## config.mk

```make
export PLATFORM = sky130hd
export DESIGN_NAME = maze_dfs_path_finder
export DESIGN_NICKNAME = d
export VERILOG_FILES = /design/src/hdl/mdfs_pkg.sv /design/src/hdl/mdfs_nbr.sv /design/src/hdl/maze_dfs_path_finder.sv
export SDC_FILE = /design/constraint.sdc
export NUM_CORES = 1
export LEC_CHECK = 0
export ABC_CLOCK_PERIOD_IN_PS = 10500
export BUFFER_PORTS_ARGS = -buffer_cell sky130_fd_sc_hd__buf_4
export CAP_MARGIN = 10
export CORE_MARGIN = 10
export CORE_UTILIZATION = 60
export CTS_CLUSTER_SIZE = 40
export DETAILED_ROUTE_END_ITERATION = 12
export PLACE_DENSITY = 0.76
export SYNTH_ARGS = -nofsm -noshare
export SYNTH_HDL_FRONTEND = slang
export SYNTH_SLANG_ARGS = --single-unit
export TNS_END_PERCENT = 5
```

## constraint.sdc

```tcl
create_clock -name clk -period 10.5 [get_ports clk]
set_input_delay 2.1 -clock clk [delete_from_list [all_inputs] [get_ports clk]]
set_output_delay 2.1 -clock clk [all_outputs]
set_load 0.005 [all_outputs]
```

## src/hdl/mdfs_pkg.sv

```systemverilog
package mdfs_pkg;

  // command codes
  localparam logic CMD_LOAD = 1'b0;
  localparam logic CMD_RUN  = 1'b1;

  // configuration register indexes
  localparam int CFG_IDX_W  = 3;
  localparam int CFG_DATA_W = 16;
  localparam logic [CFG_IDX_W-1:0] REG_START_X   = 3'd0;
  localparam logic [CFG_IDX_W-1:0] REG_START_Y   = 3'd1;
  localparam logic [CFG_IDX_W-1:0] REG_END_X     = 3'd2;
  localparam logic [CFG_IDX_W-1:0] REG_END_Y     = 3'd3;
  localparam logic [CFG_IDX_W-1:0] REG_DIR_TABLE = 3'd4;

  // register reset values
  localparam logic [2:0]  RST_START_X   = 3'd0;
  localparam logic [2:0]  RST_START_Y   = 3'd0;
  localparam logic [2:0]  RST_END_X     = 3'd7;
  localparam logic [2:0]  RST_END_Y     = 3'd7;
  localparam logic [15:0] RST_DIR_TABLE = 16'h341C;

  // search constants
  localparam int DIR_COUNT   = 4;
  localparam int DIR_W       = 3;
  localparam int MAX_RESULTS = 64;

  typedef struct packed {
    logic       command;
    logic [2:0] cell_row;
    logic [2:0] cell_col;
    logic       cell_open;
  } in_item_t;

  typedef struct packed {
    logic       found;
    logic [2:0] path_x;
    logic [2:0] path_y;
    logic       last;
  } out_item_t;

endpackage

```

## src/hdl/mdfs_nbr.sv

```systemverilog
module mdfs_nbr #(
  parameter int GRID_HEIGHT = 8,
  parameter int GRID_WIDTH  = 8
) (
  input  logic [$clog2(GRID_WIDTH)-1:0]                x,
  input  logic [$clog2(GRID_HEIGHT)-1:0]               y,
  input  logic [3:0]                                   nibble,
  output logic [$clog2(GRID_WIDTH)-1:0]                nx,
  output logic [$clog2(GRID_HEIGHT)-1:0]               ny,
  output logic                                         in_grid,
  output logic [$clog2(GRID_HEIGHT*GRID_WIDTH)-1:0]    idx
);

  localparam int XW    = $clog2(GRID_WIDTH);
  localparam int YW    = $clog2(GRID_HEIGHT);
  localparam int CW    = $clog2(GRID_HEIGHT * GRID_WIDTH);
  localparam int MW    = (XW > YW) ? XW : YW;
  localparam int NW    = ((MW > 3) ? MW : 3) + 2;

  logic [NW-1:0] sx;
  logic [NW-1:0] sy;

  // two's complement add of the sign-extended offsets
  assign sx = NW'(x) + {{(NW-2){nibble[1]}}, nibble[1:0]};
  assign sy = NW'(y) + {{(NW-2){nibble[3]}}, nibble[3:2]};

  assign in_grid = !sx[NW-1] && (sx < NW'(GRID_WIDTH))
                && !sy[NW-1] && (sy < NW'(GRID_HEIGHT));

  assign nx  = sx[XW-1:0];
  assign ny  = sy[YW-1:0];
  assign idx = CW'(sy) * CW'(GRID_WIDTH) + CW'(sx);

endmodule

```

## src/hdl/maze_dfs_path_finder.sv

```systemverilog
// depth-first path search on a grid maze, one command per transfer
// input channel: a transfer happens at a clock edge with start high and busy low
//   load command: writes one maze cell (if in the grid), busy stays low, no result
//   run command: searches from the start to the end register and emits the path
// result channel: out_valid marks each result for exactly one cycle; the receiver
//   cannot stall, so results go out on a fixed schedule
//   path results come end cell first, last set on the start cell
//   no path, or start outside the grid: one result with found=0 and last=1
// run steps: a visited-map clearing pass of GRID_HEIGHT*GRID_WIDTH cells, then
//   in-grid neighbor tries (memory read, then check), off-grid tries with no read,
//   stack pops (stack read, then restore) and path cells emitted (stack read, then
//   output); registered reads of the maze, visited and stack memories set this
// configuration: plain write port, taken any time the block is idle
// reset (synchronous, active low): registers to defaults, block idle; maze cells
//   are undefined until loaded and must all be loaded before a run
module maze_dfs_path_finder #(
  parameter int GRID_HEIGHT = 8,
  parameter int GRID_WIDTH  = 8
) (
  input  logic                               clk,
  input  logic                               rst_n,
  input  logic                               start,
  output logic                               busy,
  input  mdfs_pkg::in_item_t                 in_data,
  output logic                               out_valid,
  output mdfs_pkg::out_item_t                out_data,
  input  logic                               cfg_we,
  input  logic [mdfs_pkg::CFG_IDX_W-1:0]     cfg_idx,
  input  logic [mdfs_pkg::CFG_DATA_W-1:0]    cfg_wdata
);

  localparam int CELLS = GRID_HEIGHT * GRID_WIDTH;
  localparam int XW    = $clog2(GRID_WIDTH);
  localparam int YW    = $clog2(GRID_HEIGHT);
  localparam int CW    = $clog2(CELLS);
  localparam int DW    = $clog2(CELLS + 1);
  localparam int MW    = (XW > YW) ? XW : YW;
  localparam int NW    = ((MW > 3) ? MW : 3) + 2;
  localparam int SEW   = XW + YW + mdfs_pkg::DIR_W;
  localparam int NMAX  = (CELLS < mdfs_pkg::MAX_RESULTS) ? CELLS : mdfs_pkg::MAX_RESULTS;

  // sequencer states
  localparam logic [3:0] S_IDLE     = 4'd0;
  localparam logic [3:0] S_CLEAR    = 4'd1;
  localparam logic [3:0] S_TRY      = 4'd2;
  localparam logic [3:0] S_CHECK    = 4'd3;
  localparam logic [3:0] S_GOAL     = 4'd4;
  localparam logic [3:0] S_POPW     = 4'd5;
  localparam logic [3:0] S_EMIT_RD  = 4'd6;
  localparam logic [3:0] S_EMIT_OUT = 4'd7;

  function automatic logic [CW-1:0] cell_idx(input logic [NW-1:0] yy, input logic [NW-1:0] xx);
    cell_idx = CW'(yy) * CW'(GRID_WIDTH) + CW'(xx);
  endfunction

  // control and configuration registers
  logic [3:0]          state_r, state_nxt;
  logic [2:0]          start_x_r, start_y_r, end_x_r, end_y_r;
  logic [15:0]         dir_table_r;
  logic [XW-1:0]       x_r, x_nxt;
  logic [YW-1:0]       y_r, y_nxt;
  logic [mdfs_pkg::DIR_W-1:0] dir_r, dir_nxt;
  logic [DW-1:0]       depth_r, depth_nxt;
  logic [CW-1:0]       clr_r, clr_nxt;
  logic [DW-1:0]       k_r, k_nxt;
  logic                out_valid_r, out_valid_nxt;
  mdfs_pkg::out_item_t out_data_r, out_data_nxt;

  // memories: maze map, visited map, path stack of {x, y, next direction}
  logic          maze_mem [CELLS];
  logic          vis_mem  [CELLS];
  logic [SEW-1:0] stk_mem [CELLS];
  logic          maze_rd_r;
  logic          vis_rd_r;
  logic [SEW-1:0] stk_rd_r;

  logic           maze_we;
  logic [CW-1:0]  maze_waddr;
  logic           vis_we;
  logic [CW-1:0]  vis_waddr;
  logic           vis_wdata;
  logic           stk_we;
  logic [CW-1:0]  stk_waddr;
  logic [SEW-1:0] stk_wdata;
  logic [DW-1:0]  stk_rptr;

  // neighbor of the current cell in the current direction
  logic [XW-1:0]  nb_x;
  logic [YW-1:0]  nb_y;
  logic           nb_in_grid;
  logic [CW-1:0]  nb_idx;
  logic [3:0]     nibble;

  logic           accept;
  logic           load_in_grid;
  logic           start_in_grid;
  logic           nb_goal;
  logic [DW-1:0]  emit_n;
  logic [XW-1:0]  e_x;
  logic [YW-1:0]  e_y;
  logic [mdfs_pkg::DIR_W-1:0] e_dir;

  assign busy      = (state_r != S_IDLE);
  assign accept    = start && !busy;
  assign out_valid = out_valid_r;
  assign out_data  = out_data_r;

  assign nibble = dir_table_r[dir_r[1:0]*4 +: 4];

  mdfs_nbr #(
    .GRID_HEIGHT (GRID_HEIGHT),
    .GRID_WIDTH  (GRID_WIDTH)
  ) u_nbr (
    .x       (x_r),
    .y       (y_r),
    .nibble  (nibble),
    .nx      (nb_x),
    .ny      (nb_y),
    .in_grid (nb_in_grid),
    .idx     (nb_idx)
  );

  assign load_in_grid  = (NW'(in_data.cell_row) < NW'(GRID_HEIGHT))
                      && (NW'(in_data.cell_col) < NW'(GRID_WIDTH));
  assign start_in_grid = (NW'(start_x_r) < NW'(GRID_WIDTH))
                      && (NW'(start_y_r) < NW'(GRID_HEIGHT));
  assign nb_goal       = (NW'(nb_x) == NW'(end_x_r)) && (NW'(nb_y) == NW'(end_y_r));

  // path length emitted, capped at the result limit
  assign emit_n = (depth_r > DW'(NMAX)) ? DW'(NMAX) : depth_r;

  assign {e_x, e_y, e_dir} = stk_rd_r;

  // stack read pointer: top of stack on a pop, walking down during emit
  assign stk_rptr = (state_r == S_EMIT_RD) ? (depth_r - DW'(1) - k_r) : (depth_r - DW'(1));

  always_comb begin
    state_nxt     = state_r;
    x_nxt         = x_r;
    y_nxt         = y_r;
    dir_nxt       = dir_r;
    depth_nxt     = depth_r;
    clr_nxt       = clr_r;
    k_nxt         = k_r;
    out_valid_nxt = 1'b0;
    out_data_nxt  = out_data_r;
    maze_we       = 1'b0;
    maze_waddr    = cell_idx(NW'(in_data.cell_row), NW'(in_data.cell_col));
    vis_we        = 1'b0;
    vis_waddr     = cell_idx(NW'(y_r), NW'(x_r));
    vis_wdata     = 1'b1;
    stk_we        = 1'b0;
    stk_waddr     = depth_r[CW-1:0];
    stk_wdata     = {x_r, y_r, dir_r + mdfs_pkg::DIR_W'(1)};

    case (state_r)
      S_IDLE: begin
        if (accept) begin
          if (in_data.command == mdfs_pkg::CMD_LOAD) begin
            maze_we = load_in_grid;
          end else if (!start_in_grid) begin
            // start off the grid: answer no path at once
            out_valid_nxt = 1'b1;
            out_data_nxt  = '{found: 1'b0, path_x: 3'd0, path_y: 3'd0, last: 1'b1};
          end else begin
            x_nxt     = XW'(start_x_r);
            y_nxt     = YW'(start_y_r);
            dir_nxt   = '0;
            depth_nxt = '0;
            clr_nxt   = '0;
            state_nxt = S_CLEAR;
          end
        end
      end

      S_CLEAR: begin
        // one visited entry cleared per cycle
        vis_we    = 1'b1;
        vis_waddr = clr_r;
        vis_wdata = 1'b0;
        clr_nxt   = clr_r + CW'(1);
        if (clr_r == CW'(CELLS - 1)) begin
          state_nxt = S_TRY;
        end
      end

      S_TRY: begin
        if (dir_r == mdfs_pkg::DIR_W'(mdfs_pkg::DIR_COUNT)) begin
          if (depth_r == '0) begin
            // stack empty: no path
            out_valid_nxt = 1'b1;
            out_data_nxt  = '{found: 1'b0, path_x: 3'd0, path_y: 3'd0, last: 1'b1};
            state_nxt     = S_IDLE;
          end else begin
            depth_nxt = depth_r - DW'(1);
            state_nxt = S_POPW;
          end
        end else if (!nb_in_grid) begin
          dir_nxt = dir_r + mdfs_pkg::DIR_W'(1);
        end else begin
          // maze and visited read at the neighbor, checked next cycle
          state_nxt = S_CHECK;
        end
      end

      S_CHECK: begin
        if (maze_rd_r && !vis_rd_r) begin
          if (depth_r < DW'(CELLS)) begin
            stk_we    = 1'b1;
            depth_nxt = depth_r + DW'(1);
          end
          vis_we  = 1'b1;
          x_nxt   = nb_x;
          y_nxt   = nb_y;
          dir_nxt = '0;
          state_nxt = nb_goal ? S_GOAL : S_TRY;
        end else begin
          dir_nxt   = dir_r + mdfs_pkg::DIR_W'(1);
          state_nxt = S_TRY;
        end
      end

      S_GOAL: begin
        // goal cell goes on the stack as the first cell emitted
        stk_wdata = {x_r, y_r, mdfs_pkg::DIR_W'(0)};
        if (depth_r < DW'(CELLS)) begin
          stk_we    = 1'b1;
          depth_nxt = depth_r + DW'(1);
        end
        k_nxt     = '0;
        state_nxt = S_EMIT_RD;
      end

      S_POPW: begin
        x_nxt     = e_x;
        y_nxt     = e_y;
        dir_nxt   = e_dir;
        state_nxt = S_TRY;
      end

      S_EMIT_RD: begin
        state_nxt = S_EMIT_OUT;
      end

      S_EMIT_OUT: begin
        out_valid_nxt       = 1'b1;
        out_data_nxt.found  = 1'b1;
        out_data_nxt.path_x = 3'(e_x);
        out_data_nxt.path_y = 3'(e_y);
        out_data_nxt.last   = (k_r == emit_n - DW'(1));
        if (k_r == emit_n - DW'(1)) begin
          depth_nxt = '0;
          state_nxt = S_IDLE;
        end else begin
          k_nxt     = k_r + DW'(1);
          state_nxt = S_EMIT_RD;
        end
      end

      default: begin
        state_nxt = S_IDLE;
      end
    endcase
  end

  always_ff @(posedge clk) begin
    if (!rst_n) begin
      state_r     <= S_IDLE;
      depth_r     <= '0;
      out_valid_r <= 1'b0;
      start_x_r   <= mdfs_pkg::RST_START_X;
      start_y_r   <= mdfs_pkg::RST_START_Y;
      end_x_r     <= mdfs_pkg::RST_END_X;
      end_y_r     <= mdfs_pkg::RST_END_Y;
      dir_table_r <= mdfs_pkg::RST_DIR_TABLE;
    end else begin
      state_r     <= state_nxt;
      depth_r     <= depth_nxt;
      out_valid_r <= out_valid_nxt;
      if (cfg_we) begin
        case (cfg_idx)
          mdfs_pkg::REG_START_X:   start_x_r   <= cfg_wdata[2:0];
          mdfs_pkg::REG_START_Y:   start_y_r   <= cfg_wdata[2:0];
          mdfs_pkg::REG_END_X:     end_x_r     <= cfg_wdata[2:0];
          mdfs_pkg::REG_END_Y:     end_y_r     <= cfg_wdata[2:0];
          mdfs_pkg::REG_DIR_TABLE: dir_table_r <= cfg_wdata;
          default: ;
        endcase
      end
    end
  end

  // payload registers
  always_ff @(posedge clk) begin
    x_r        <= x_nxt;
    y_r        <= y_nxt;
    dir_r      <= dir_nxt;
    clr_r      <= clr_nxt;
    k_r        <= k_nxt;
    out_data_r <= out_data_nxt;
  end

  // maze map
  always_ff @(posedge clk) begin
    if (maze_we) begin
      maze_mem[maze_waddr] <= in_data.cell_open;
    end
    maze_rd_r <= maze_mem[nb_idx];
  end

  // visited map
  always_ff @(posedge clk) begin
    if (vis_we) begin
      vis_mem[vis_waddr] <= vis_wdata;
    end
    vis_rd_r <= vis_mem[nb_idx];
  end

  // path stack
  always_ff @(posedge clk) begin
    if (stk_we) begin
      stk_mem[stk_waddr] <= stk_wdata;
    end
    stk_rd_r <= stk_mem[stk_rptr[CW-1:0]];
  end

endmodule

```

# Yosys cells after proc, flatten, opt, wreduce, memory -nomap -nowiden
# Memory sizes are Yosys's and may differ from the RTL's. A register that Yosys moved wholly into a read port is not among the register bits.
# Index checks and enable logic that the tools add are counted.
[op_classes]
reduce_logical = 32
magnitude_cmp = 4
n_eq_ne = 28
n_addsub = 12
n_mux = 62
shifts = 1
[ops]
columns = ["op", "n"]
rows = [
  ["7-bit two-way mux", 9],
  ["3-bit two-way mux", 16],
  ["7-bit case mux with 5 select lines", 1],
  ["4-bit case mux with 8 select lines", 1],
  ["6-bit two-way mux", 4],
  ["2-bit inequality test, second input constant", 11],
  ["4-bit two-way mux", 5],
  ["3-bit case mux with 3 select lines", 2],
  ["4-bit by 3-bit == test with 1-bit output, second input constant", 4],
  ["8-bit two-way mux", 2],
  ["8-bit case mux with 2 select lines", 1],
  ["16-bit by 5-bit indexed part select with 4-bit output", 1],
  ["1-bit two-way mux", 15],
  ["7-bit by 1-bit adder with 7-bit output, second input constant", 2],
  ["7-bit case mux with 2 select lines", 1],
  ["7-bit by 1-bit subtractor with 7-bit output, second input constant", 2],
  ["6-bit by 3-bit adder with 6-bit output", 2],
  ["3-bit case mux with 4 select lines", 1],
  ["6-bit case mux with 2 select lines", 1],
  ["2-bit AND reduction", 6],
  ["4-bit by 2-bit adder with 5-bit output", 2],
  ["5-bit by 4-bit less-than comparator with 1-bit output, second input constant", 2],
  ["4-bit by 2-bit == test with 1-bit output, second input constant", 2],
  ["4-bit AND reduction", 2],
  ["27 further kinds", 44],
]
[totals]
mem_count = 3
input_bits = 31
wordCells = 159
ram_bits = 704
reg_bits = 70
output_inout_bits = 10
[mem_list]
columns = ["name", "depth", "word_bits", "rd", "rd_clocked_by_memory_dff", "write_ports", "line_no", "rtl"]
rows = [
  ["stk_mem", 64, 9, 1, 1, 1, "maze_dfs_path_finder.sv:72", "logic [SEW-1:0] stk_mem [CELLS];"],
  ["maze_mem", 64, 1, 1, 1, 1, "maze_dfs_path_finder.sv:70", "logic maze_mem [CELLS];"],
  ["vis_mem", 64, 1, 1, 1, 1, "maze_dfs_path_finder.sv:71", "logic vis_mem [CELLS];"],
]

# Logic depth before layout (Yosys ltp)
[depth]
word_depth = 9
mapped_depth = 17
depth_no_buf = 14

# By module
# Synthesis repeated with hierarchy kept, for this count alone.
[hier_totals]
cells_unflattened = 2877
hier_area_um2 = 35479.0
[modules_own_cells]
columns = ["mod", "instances", "area_per_inst_um2", "cells_each", "seq_area_each_um2"]
rows = [
  ["maze_dfs_path_finder", 1, 35136.2, 2839, 23042.1],
  ["mdfs_nbr", 1, 342.8, 38, 0.0],
]

# Worst setup path before layout
# No wires, ideal clock.
[synth_path]
path_kind = "register to register"
from = "reg x_r[0]"
to = "reg maze_rd_r (read register of maze_mem)"
path_slack_ns = 6.766
setup_ns = 0.134
arrival_ns = 3.599
path_stages_with_launch = 8
synth_period_minus_slack_ns = 3.734
n_path_buf = 2
required_ns = 10.366
path_cell_list = "edfxtp_1 > ha_1 > fa_1 > clkbuf_1 > buf_1 > mux4_2 > mux4_2 > mux4_2"
[synth_between]
elab_chain_cells = 2
[synth_rtl]
columns = ["element", "line_no", "rtl"]
rows = [
  ["from (decl)", "maze_dfs_path_finder.sv:60", "logic [XW-1:0] x_r, x_nxt;"],
  ["from (signal assigned)", "maze_dfs_path_finder.sv:295", "x_r <= x_nxt;"],
  ["4-bit by 2-bit adder with 5-bit output", "mdfs_nbr.sv:24", "assign sx = NW'(x) + {{(NW-2){nibble[1]}}, nibble[1:0]};"],
  ["6-bit by 5-bit adder with 6-bit output", "mdfs_nbr.sv:32", "assign idx = CW'(sy) * CW'(GRID_WIDTH) + CW'(sx);"],
  ["to (decl)", "maze_dfs_path_finder.sv:73", "logic maze_rd_r;"],
]
# No other way between the ends.
# A chain may end at the register's enable or synchronous reset.

# Worst setup path after layout
[layout_path]
from = "reg depth_r[0]"
to = "reg stk_rd_r[4] (read register of stk_mem)"
[layout_between]
elab_chain_cells = 3
[layout_rtl]
columns = ["element", "line_no", "rtl"]
rows = [
  ["from (decl)", "maze_dfs_path_finder.sv:63", "logic [DW-1:0] depth_r, depth_nxt;"],
  ["from (signal assigned)", "maze_dfs_path_finder.sv:278", "depth_r <= depth_nxt;"],
  ["7-bit by 1-bit subtractor with 7-bit output (*)", "n/a", ""],
  ["6-bit subtractor", "maze_dfs_path_finder.sv:135", "assign stk_rptr = (state_r == S_EMIT_RD) ? (depth_r - DW'(1) - k_r) : (depth_r - DW'(1));"],
  ["6-bit two-way mux (*)", "maze_dfs_path_finder.sv:135", ""],
  ["to (decl)", "maze_dfs_path_finder.sv:75", "logic [SEW-1:0] stk_rd_r;"],
]
# Every way passes the cells marked *; elsewhere a longest branch is shown, timed or not.

==> impl_results.md <==
* Status: finished, final reports clean
* Grt ovf at 0
* Tmin final at 5.44 ns
* Avg Inst Size Synth at 13.7 um^2
* Post-cts repair resize count at 0
* Fin area at 0.0371 mm^2
* Final slew viol count at 0
* Cell with the most instances after synthesis: edfxtp_1
* Top area cells in the synthesized netlist: edfxtp_1 66%, nand2_1 4.5%, mux4_2 4.3%
* Initial antenna violation count at 1
* Routed Antenna Nets at 0
* Vias per std cell at 6.45
* Cell accounting for the most synthesized area: edfxtp_1
* I/O Buffers at 40
* Vias in the first global route at 20,389
* Synth top cells by count: 734 x edfxtp_1, 400 x nand2_1, 204 x nor2_1, 93 x nand3_1, 90 x mux2i_1
* Share of the synthesized area in the top cell type at 0.656
* DRC errors left at 0
* Worst Max-Slew Pin Slew at 1.14 ns
* Hold_sp: dir_table_r[6]
* Finished Core Util at 0.671
* CP Launch Type: register
* Total Routing Usage GR at 0.242
* Syn nets at 2,512
* Clk_lat worst skew at 0.62 ns
* CTS Root Cell: clkbuf_16
* Ports at 41
* Reg clk slew, reported paths at 0.06 ns
* Synthesized area at 0.0336 mm^2
* Layout Skew at 0.0256 ns
* Worst setup path category: register to register
* Largest net degree at the start of global routing at 133
* Ys flop type: edfxtp_1
* Cts bufs inserted at 77
* Wire length of the first global-routing pass at 124 mm
* RSZ-0062 raised after global routing: no
* Yosys warns at 0
* GP Congestion at 0.925
* Max Buffers Root-to-Sink at 3
* Seq/Total Area, Yosys at 0.685
* Row cnt at 86
* Post-Syn Instances at 2,451
* Max Cap Violations at 0
* Critical path data arrival time at 6.01 ns
* Initial Util at 0.608
* Detailed Route Iter0 Violations at 2,645
* DPL Wire Length at 48.8 mm
* Req. time, crit path at 11.07 ns
* TritonCTS clock tree: yes
* Clock sink total at 784
* DR vias at 21,069
* Peak Freq at 184 MHz
* Area growth from synthesis to layout at 10.4%
* Hold Buf Count CTS at 0
* Drt pass-1 iters at 6
* Setup TNS at 0 ns
* Filler cells at 3,828
* Final WS setup at 5.06 ns
* Final setup violation count at 0
* Endpoint type of the worst setup path: register
* Layout cell share with drive strength beyond 1 at 0.123
* DRT Wirelength at 80.5 mm
* Antenna cells at 0
* Placed cell areas at 0.0346 mm^2
* Leakage at 12.5 nW
* CTS H-tree lvls at 3
* Final Hold Vio Count at 0
* Seq cells post-synth at 784
* Die X-Extent at 257 um
* Worst min path class: register to register
* Routed WL per cell at 24.7 um
* Post-Place Worst Slack at 5.21 ns
* Crit Path Max Fanout at 93
* Number of setup buffers added after CTS at 0
* DIE HEIGHT at 257 um
* Synth cell types at 77
* Final worst path period share at 0.518
* Ys async rst share at 0
* PD cells at 274 mW/mm^2
* CORE AREA at 0.0553 mm^2
* Maximum vdd drop at 0.000200 V
* Reg-to-reg startpoint: depth_r[0]
* Slew headroom at 0.234
* Final net count at 2,516
* Post-synth EDFFs at 734
* Worst Setup SP: depth_r[0]
* Die area at 0.0659 mm^2
[sequential cells by signal (all words and copies together) (netlist names), 7 cells and up]
| register | cells |
|---|---|
| out_data | 8 |
| vis_mem | 64 |
| dir_table_r | 16 |
| maze_mem | 64 |
| k_r | 7 |
| stk_mem | 576 |
| depth_r | 7 |
| stk_rd_r | 9 |
[placed cells by master (no fill, tap or decap), drive strengths merged, types with 10 or more instances in the layout]
master	synthesis	final
nor3	42	42
and3	54	54
a21oi	85	85
dfxtp	50	50
clkinv	0	22
mux2i	91	91
ha	26	26
a31oi	13	13
bufinv	0	10
nand3b	10	10
a22oi	12	12
clkbuf	78	99
a32oi	51	51
nand3	93	93
buf	83	85
mux4	64	64
nand4	14	14
xor2	17	17
a21o	20	20
inv	26	31
nand2	401	401
a211oi	35	35
nor2b	18	18
a21boi	14	14
o21ai	39	39
xnor2	16	16
a221oi	12	12
a311oi	25	25
edfxtp	734	734
nor2	204	204
[cell families (layout without fill, tap and decap cells)]
family / after synthesis / in the layout / share of synthesized area
mux: 159 / 159 / 0.0715
buf+inv: 187 / 253 / 0.0254
fa+ha+maj: 30 / 30 / 0.0121
compound gates: 360 / 360 / 0.0770
simple gates: 898 / 898 / 0.120
xor+xnor: 33 / 33 / 0.00882
flops: 784 / 784 / 0.685
[power by group]
part	switching (mW)	leakage [nW]	internal [mW]
registers	0.126	7.04	3.95
clock network	1.15	1.23	1.64
logic	2.12	4.19	1.18
total	3.40	12.5	6.78
[path summary, 6_finish.rpt]
path                     to  slack (ns)  cells after the start
min          dir_table_r[6]        0.46                      2
max reg2reg     stk_rd_r[4]        5.06                     12
max             stk_rd_r[4]        5.06                     12
min reg2reg  dir_table_r[6]        0.46                      2
[metal layers]
metal	vias up	track usage	share of wire
met5	-	0	0
met4	0	0.103	0.039
met3	182	0.0412	0.093
met2	1125	0.376	0.47
met1	10461	0.334	0.40
li1	9301	-	-
[worst max-delay path: stages, from the launching register on]
cell	delay [ns]
dfxtp_1	0.75
inv_1	0.24
ha_1	0.44
inv_1	0.10
fa_1	0.42
and3b_1	0.36
or2_4	0.71
buf_4	0.89
nand2_1	0.14
a32oi_1	0.23
a21oi_1	0.12
nor4_1	0.65
a221o_1	0.22
[metrics by stage]
step / cells / power, mW / hold slack, ns
5_1_grt: 3265 / 10.6 / 0.485
6_report: 3265 / 10.2 / 0.459
3_5_place_dp: 3122 / 7.44 / 0.448
4_1_cts: 3263 / 10.2 / 0.456
2_1_floorplan: 2451 / 6.36 / 0.433
3_3_place_gp: 3120 / 7.33 / 0.440
[cell type report]
cell class	count	area [um^2]	share of cell area
Timing Repair Buffer	86	651	0.0175
Clock buffer	98	2070	0.0557
Sequential cell	784	23000	0.621
Inverter	26	97.6	0.00263
Clock inverter	43	480	0.0129
Tap cell	748	936	0.0252
Multi-Input combinational cell	1480	9840	0.265
Power figures use the tool's default switching activity.
